--- config.mk ---
export PLATFORM = sky130hd
export DESIGN_NAME = days_until_reference_date_top
export DESIGN_NICKNAME = d
export VERILOG_FILES = /design/src/design/durd_pkg.sv /design/src/design/durd_serial.sv /design/src/design/days_until_reference_date_top.sv
export SDC_FILE = /design/constraint.sdc
export NUM_CORES = 2
export LEC_CHECK = 0
export BUFFER_PORTS_ARGS = -buffer_cell sky130_fd_sc_hd__clkbuf_2
export CORE_ASPECT_RATIO = 1.1
export CORE_MARGIN = 5
export CORE_UTILIZATION = 40
export DETAILED_ROUTE_END_ITERATION = 16
export PLACE_DENSITY = 0.54
export SLEW_MARGIN = 20
export SYNTH_ARGS = -nofsm -noshare
export SYNTH_HDL_FRONTEND = slang
export SYNTH_SLANG_ARGS = --single-unit
export TNS_END_PERCENT = 5
--- constraint.sdc ---
create_clock -name clock -period 38.8 [get_ports clock]
set_input_delay 7.76 -clock clock [delete_from_list [all_inputs] [get_ports clock]]
set_output_delay 7.76 -clock clock [all_outputs]
set_load 0.05 [all_outputs]
--- src/design/durd_pkg.sv ---
package durd_pkg;

   // Field widths
   localparam int YEAR_W   = 14;
   localparam int MONTH_W  = 4;
   localparam int DAY_W    = 5;
   localparam int DAYS_W   = 22;
   localparam int SERIAL_W = 23;
   localparam int CSR_ADDR_W = 2;
   localparam int CSR_DATA_W = 14;
   localparam int REQ_DATA_W = 24;
   localparam int RSP_DATA_W = 24;

   localparam int DEFAULT_MAX_YEAR = 9999;

   // Reset values of the reference date
   localparam logic [YEAR_W-1:0]  REF_YEAR_RST  = 14'd2024;
   localparam logic [MONTH_W-1:0] REF_MONTH_RST = 4'd5;
   localparam logic [DAY_W-1:0]   REF_DAY_RST   = 5'd4;

   // Reciprocal of 100: floor(x * 5243 / 2^19) == floor(x / 100) for x < 2^14
   localparam int RECIP_W      = 13;
   localparam int MUL_W        = YEAR_W + RECIP_W;
   localparam int RECIP_SHIFT  = 19;
   localparam int QUOT_W       = MUL_W - RECIP_SHIFT;
   localparam logic [RECIP_W-1:0] RECIP_100 = 13'd5243;
   localparam int CENTURY      = 100;
   localparam int DAYS_PER_YEAR = 365;
   localparam int LEAP_W       = 12;
   localparam int MOFF_W       = 9;
   localparam int REM_W        = 7;
   localparam logic [MONTH_W-1:0] MONTH_JAN = 4'd1;
   localparam logic [MONTH_W-1:0] MONTH_FEB = 4'd2;
   localparam logic [MONTH_W-1:0] MONTH_DEC = 4'd12;

   typedef enum logic [CSR_ADDR_W-1:0] {
      CSR_REF_YEAR  = 2'd0,
      CSR_REF_MONTH = 2'd1,
      CSR_REF_DAY   = 2'd2
   } csr_index_type;

   // Days before the first of the month in a common year
   function automatic logic [MOFF_W-1:0] month_start(input logic [MONTH_W-1:0] mo);
      logic [MOFF_W-1:0] r;
      begin
         case (mo)
            4'd2:    r = 9'd31;
            4'd3:    r = 9'd59;
            4'd4:    r = 9'd90;
            4'd5:    r = 9'd120;
            4'd6:    r = 9'd151;
            4'd7:    r = 9'd181;
            4'd8:    r = 9'd212;
            4'd9:    r = 9'd243;
            4'd10:   r = 9'd273;
            4'd11:   r = 9'd304;
            4'd12:   r = 9'd334;
            default: r = 9'd0;
         endcase
         return r;
      end
   endfunction

endpackage

--- src/design/durd_serial.sv ---
module durd_serial #(
   parameter int MAX_YEAR = durd_pkg::DEFAULT_MAX_YEAR
) (
   input  logic                            clock,
   input  logic                            en,
   input  logic [durd_pkg::YEAR_W-1:0]     year,
   input  logic [durd_pkg::MONTH_W-1:0]    month,
   input  logic [durd_pkg::DAY_W-1:0]      day,
   output logic [durd_pkg::SERIAL_W-1:0]   serial
);
   import durd_pkg::*;

   // Stage 1 signals
   logic [YEAR_W-1:0]  yr_c;
   logic [MONTH_W-1:0] mo_c;
   logic [YEAR_W-1:0]  p_c;
   logic [YEAR_W-1:0]  yr_ff,  p_ff;
   logic [MONTH_W-1:0] mo1_ff;
   logic [DAY_W-1:0]   dy1_ff;
   logic [MUL_W-1:0]   pmul_in, pmul_ff, ymul_in, ymul_ff;

   // Stage 2 signals
   logic [QUOT_W-1:0]   pd100_c, yq_c;
   logic [YEAR_W-1:0]   yq100_c;
   logic [SERIAL_W-1:0] p365_in, p365_ff;
   logic [LEAP_W-1:0]   lday_in, lday_ff;
   logic [REM_W-1:0]    rem_in,  rem_ff;
   logic [1:0]          yqlo_ff, ylo_ff;
   logic [MONTH_W-1:0]  mo2_ff;
   logic [DAY_W-1:0]    dy2_ff;

   // Stage 3 signals
   logic                leap_c;
   logic [MOFF_W-1:0]   moff_c;
   logic [SERIAL_W-1:0] serial_in, serial_ff;

   // Clamp year and month, start the divisions by 100
   always_comb begin
      yr_c = (year == '0) ? YEAR_W'(1) : year;
      if (32'(yr_c) > 32'(MAX_YEAR)) begin
         yr_c = YEAR_W'(MAX_YEAR);
      end
      if (month == '0) begin
         mo_c = MONTH_JAN;
      end else if (month > MONTH_DEC) begin
         mo_c = MONTH_DEC;
      end else begin
         mo_c = month;
      end
      p_c     = yr_c - YEAR_W'(1);
      pmul_in = MUL_W'(p_c) * MUL_W'(RECIP_100);
      ymul_in = MUL_W'(yr_c) * MUL_W'(RECIP_100);
   end

   always_ff @(posedge clock) begin
      if (en) begin
         yr_ff   <= yr_c;
         p_ff    <= p_c;
         mo1_ff  <= mo_c;
         dy1_ff  <= day;
         pmul_ff <= pmul_in;
         ymul_ff <= ymul_in;
      end
   end

   // Days of whole years, leap days of earlier years, year remainder by 100
   always_comb begin
      pd100_c = pmul_ff[MUL_W-1:RECIP_SHIFT];
      yq_c    = ymul_ff[MUL_W-1:RECIP_SHIFT];
      yq100_c = YEAR_W'(yq_c) * YEAR_W'(CENTURY);
      rem_in  = REM_W'(yr_ff - yq100_c);
      p365_in = SERIAL_W'(p_ff) * SERIAL_W'(DAYS_PER_YEAR);
      lday_in = LEAP_W'(p_ff >> 2) - LEAP_W'(pd100_c) + LEAP_W'(pd100_c >> 2);
   end

   always_ff @(posedge clock) begin
      if (en) begin
         p365_ff <= p365_in;
         lday_ff <= lday_in;
         rem_ff  <= rem_in;
         yqlo_ff <= yq_c[1:0];
         ylo_ff  <= yr_ff[1:0];
         mo2_ff  <= mo1_ff;
         dy2_ff  <= dy1_ff;
      end
   end

   // Leap test, month offset and final sum
   always_comb begin
      leap_c = ((ylo_ff == 2'd0) && (rem_ff != '0)) ||
               ((rem_ff == '0) && (yqlo_ff == 2'd0));
      moff_c = month_start(mo2_ff) +
               MOFF_W'((mo2_ff > MONTH_FEB) && leap_c);
      serial_in = p365_ff + SERIAL_W'(lday_ff) + SERIAL_W'(moff_c) + SERIAL_W'(dy2_ff);
   end

   always_ff @(posedge clock) begin
      if (en) begin
         serial_ff <= serial_in;
      end
   end

   assign serial = serial_ff;

endmodule

--- src/design/days_until_reference_date_top.sv ---
// Channel  | Direction | Beat contents
// req_     | in        | tdata: start_year[13:0], start_month[17:14], start_day[22:18], 0
// rsp_     | out       | tdata: days_elapsed[21:0], 0; tuser: status
// csr_     | in        | write: index 0 ref_year, 1 ref_month, 2 ref_day
//
// One date is taken per cycle unless a stalled result holds the pipeline.
// Two copies of the serial-day pipeline (three stages, the multiplies by the
// reciprocal of 100 and by 365 set the stage depth) run for start and reference.
// A fourth stage compares and subtracts, and is the output register.
// Reset is synchronous, clears the valid bits and reloads the reference date.
// A stalled result freezes the whole pipeline; nothing is dropped or repeated.
module days_until_reference_date_top #(
   parameter int MAX_YEAR = durd_pkg::DEFAULT_MAX_YEAR
) (
   input  logic                              clock,
   input  logic                              reset,
   input  logic                              req_tvalid,
   output logic                              req_tready,
   input  logic [durd_pkg::REQ_DATA_W-1:0]   req_tdata,  // start_year, start_month, start_day
   output logic                              rsp_tvalid,
   input  logic                              rsp_tready,
   output logic [durd_pkg::RSP_DATA_W-1:0]   rsp_tdata,  // days_elapsed
   output logic                              rsp_tuser,  // status
   input  logic                              csr_we,
   input  logic [durd_pkg::CSR_ADDR_W-1:0]   csr_addr,
   input  logic [durd_pkg::CSR_DATA_W-1:0]   csr_wdata
);
   import durd_pkg::*;

   logic                 en;
   logic [YEAR_W-1:0]    ref_year_ff;
   logic [MONTH_W-1:0]   ref_month_ff;
   logic [DAY_W-1:0]     ref_day_ff;
   logic [2:0]           vld_ff;
   logic                 out_vld_ff;
   logic [SERIAL_W-1:0]  st_serial, ref_serial, diff_c;
   logic                 after_c;
   logic [DAYS_W-1:0]    days_in, days_ff;
   logic                 status_in, status_ff;

   // Advance all stages unless the result register is held
   assign en         = !out_vld_ff || rsp_tready;
   assign req_tready = en;

   // Reference date registers
   always_ff @(posedge clock) begin
      if (reset) begin
         ref_year_ff  <= REF_YEAR_RST;
         ref_month_ff <= REF_MONTH_RST;
         ref_day_ff   <= REF_DAY_RST;
      end else if (csr_we) begin
         case (csr_addr)
            CSR_REF_YEAR:  ref_year_ff  <= csr_wdata[YEAR_W-1:0];
            CSR_REF_MONTH: ref_month_ff <= csr_wdata[MONTH_W-1:0];
            CSR_REF_DAY:   ref_day_ff   <= csr_wdata[DAY_W-1:0];
            default: ;
         endcase
      end
   end

   durd_serial #(.MAX_YEAR(MAX_YEAR)) u_start (
      .clock  (clock),
      .en     (en),
      .year   (req_tdata[YEAR_W-1:0]),
      .month  (req_tdata[YEAR_W+MONTH_W-1:YEAR_W]),
      .day    (req_tdata[YEAR_W+MONTH_W+DAY_W-1:YEAR_W+MONTH_W]),
      .serial (st_serial)
   );

   durd_serial #(.MAX_YEAR(MAX_YEAR)) u_ref (
      .clock  (clock),
      .en     (en),
      .year   (ref_year_ff),
      .month  (ref_month_ff),
      .day    (ref_day_ff),
      .serial (ref_serial)
   );

   // Carry valid bits alongside the serial pipelines
   always_ff @(posedge clock) begin
      if (reset) begin
         vld_ff     <= '0;
         out_vld_ff <= 1'b0;
      end else if (en) begin
         vld_ff     <= {vld_ff[1:0], req_tvalid};
         out_vld_ff <= vld_ff[2];
      end
   end

   // Compare and subtract
   always_comb begin
      after_c   = st_serial > ref_serial;
      diff_c    = ref_serial - st_serial;
      status_in = after_c;
      days_in   = after_c ? '0 : diff_c[DAYS_W-1:0];
   end

   always_ff @(posedge clock) begin
      if (en) begin
         days_ff   <= days_in;
         status_ff <= status_in;
      end
   end

   assign rsp_tvalid = out_vld_ff;
   assign rsp_tdata  = RSP_DATA_W'(days_ff);
   assign rsp_tuser  = status_ff;

endmodule

==> flow_summary.json <==
{
  "cts_setup_buffers": 0,
  "clock_skew_ns": 0.0300,
  "die-width_um": 289,
  "diodes": 0,
  "tightest_slew_ns": 1.04,
  "hold_viol": 0,
  "synthAdderAreaFrac_pct": 45.4,
  "fin_crit_ns": 16.32,
  "yosysTopAreaCell": "ha_1",
  "grt_pass1_wl_mm": 112,
  "crit_top_cell": "clkbuf_2",
  "synth-simple-area-share_pct": 6.69,
  "synth_compound_area_share_pct": 6.66,
  "cp_cell_sequence": "clkbuf_2 -> nand2b_4 -> clkbuf_2",
  "path_class": "input pin to output pin",
  "reg2reg_from": "ref_year_ff[6]",
  "hp-start": "u_start.dy1_ff[1]",
  "yosysSeqAreaShare_pct": 25.5,
  "ff2ff_path_depth": 29,
  "netlist_instances": 3260,
  "drc": 0,
  "synth_edf_count": 261,
  "synthMuxAreaShare_pct": 0.621,
  "grt-ovfl-total": 0,
  "route.vias.total": 20800,
  "gp_congestion": 0.829,
  "yosys_warnings": 0,
  "io_buffers": 68,
  "grt_pass1_vias": 21900,
  "first_pass_iters": 5,
  "clockBufferDepth": 3,
  "rows": 112,
  "worst_ep_required_time_ns": 31.04,
  "netlist_top_cells_count": "inv_1, ha_1, fa_1",
  "rsz0062_at_grt": "false",
  "synth_top_cell_area_share_pct": 23.5,
  "initial_utilization_pct": 40.3,
  "drv_slew": 0,
  "root_buffer": "clkbuf_16",
  "wl_per_cell_um": 14.4,
  "critPathMaxFanout": 12,
  "cts_max_level": 2,
  "crit_buf_inv": 2,
  "hold_path_class": "flip-flop to flip-flop",
  "cp_slowest_cell": "clkbuf_2",
  "ios": 72,
  "die_h_um": 317,
  "syn_area_per_cell_sq_um": 10.5,
  "min_to": "u_start.dy2_ff[1]",
  "synthFlopType": "edfxtp_1",
  "coreArea_sq_um": 84900,
  "drtIter0Drc": 585,
  "hpwl_mm": 55.6,
  "synthTopCellsByArea": "ha_1, edfxtp_1, fa_1",
  "antenna_found_initial": 1,
  "setup_viol": 0,
  "crit_path_start_kind": "input pin",
  "dieArea_sq_um": 91600,
  "nNetsFinal": 4419,
  "drive_gt1_share_pct": 5.40,
  "grt_max_degree": 73,
  "insertion_delay_ns": 0.58,
  "cts_resized": 0,
  "ys_ff_latch": 306,
  "via_per_inst": 4.59,
  "synth_most_common_cell": "inv_1",
  "clkTransAtPathRegs_ns": 0.06,
  "setup_tns_ns": 0,
  "min_delay_path_depth": 0,
  "drt_wl_total_mm": 65.4,
  "cts_hold_buf": 0,
  "endpoint_kind": "output pin",
  "synth_cell_type_count": 80,
  "cts.sinks": 306,
  "status": "complete, no violations",
  "ant_nets": 0,
  "reg2reg_slack_ns": 30.40,
  "synthXorXnorAreaFrac_pct": 5.18,
  "dp_cells": 4455,
  "cts_buffers": 39,
  "r2r-end": "u_ref.pmul_ff[26]",
  "finalCritPeriodShare_pct": 42.1,
  "grt_usage_pct": 15.0,
  "final_cells": 4527,
  "maxCapViolations": 0,
  "fmax_mhz": 61.3,
  "max_stage_delay_ns": 0.36,
  "path_delay_family": "buffers and inverters",
  "async_flop_share_pct": 0,
  "crit_arrival_ns": 8.56,
  "slew_headroom_pct": 30.1,
  "netlist_area_sq_um": 34200,
  "area_delta_synth_final_pct": 9.03,
  "cts_tree": "done",
  "synth_top_family_by_area": "adder cells"
}
## final cells by class
cell class | instances | area, sq um
Clock inverter | 21 | 277
Multi-Input combinational cell | 2062 | 22100
Sequential cell | 306 | 8740
Tap cell | 1140 | 1430
Clock buffer | 51 | 1070
Fill cell | 8251 | 47600
Inverter | 866 | 3260
Timing Repair Buffer | 81 | 438
## layout by cell type (no fill, tap or decap), types with 19 or more instances in the layout
cell and count:
a21o_1 45, a21oi_1 102, clkbuf_16 40, clkbuf_2 68, dfxtp_1 45, edfxtp_1 261
fa_1 375, ha_1 643, inv_1 865, mux2i_1 19, nand2_1 121, nand3_1 44
nor2_1 154, nor2b_1 22, nor3_1 35, o21a_1 20, o21ai_0 59, xnor2_1 159
xor2_1 38
## worst reg2reg max path: cells and delay by family (launching register included)
kind / cells / cell delay [ns]
xor gates and xnor gates: 2 / 0.66
buffers and inverters: 5 / 0.54
AOI/OAI and AO/OA: 10 / 2.17
DFF: 1 / 0.34
and+or+nand+nor: 5 / 1.66
adders and majority gates: 7 / 2.77
## stage by stage
step	hold slack (ns)	cell area [sq um]	util, %	setup slack, ns
CTS	0.393	37300	44.0	22.42
global route	0.423	37300	44.0	22.26
floorplan	0.400	34200	-	15.14
detailed placement	0.405	36000	42.4	22.42
global placement	0.402	36000	42.4	22.42
finish	0.401	37300	44.0	22.48
## registers in the layout (all words and copies together) (netlist names), 13 cells and up, named ones only
name             count
u_ref.p365_ff       23
u_ref.serial        23
u_start.p365_ff     23
u_start.serial      23
days_ff             22
ref_year_ff         14
u_ref.p_ff          13
u_start.p_ff        13
## cell families after synthesis
kind of cell,after synthesis
compound gates,339
xor+xnor,200
fa+ha+maj,1018
buf+inv,893
flops,306
mux,21
other cells,1
simple gates,482
## worst max path at each step
| stage | from | end | slack (ns) | cells after the start |
|---|---|---|---|---|
| floorplan | rsp_tready | req_tready | 15.14 | 3 |
| global placement | req_tdata[5] | u_start.pmul_ff[26] | 22.42 | 30 |
| detailed placement | rsp_tready | req_tready | 22.42 | 3 |
| CTS | rsp_tready | req_tready | 22.42 | 3 |
| global route | req_tdata[5] | u_start.pmul_ff[26] | 22.26 | 31 |
| finish | rsp_tready | req_tready | 22.48 | 3 |
## routing by layer
layer	vias up	GRT usage (%)	wire length (um)
met1	9859	20.2	30700
met3	72	1.94	1740
li1	10700	-	-
met2	194	26.3	31600
met4	0	3.15	1350
met5	-	0	0
Power is left out: the tool's default activity adds up to more than one toggle a clock period on the data nets, which glitch-free logic cannot reach.
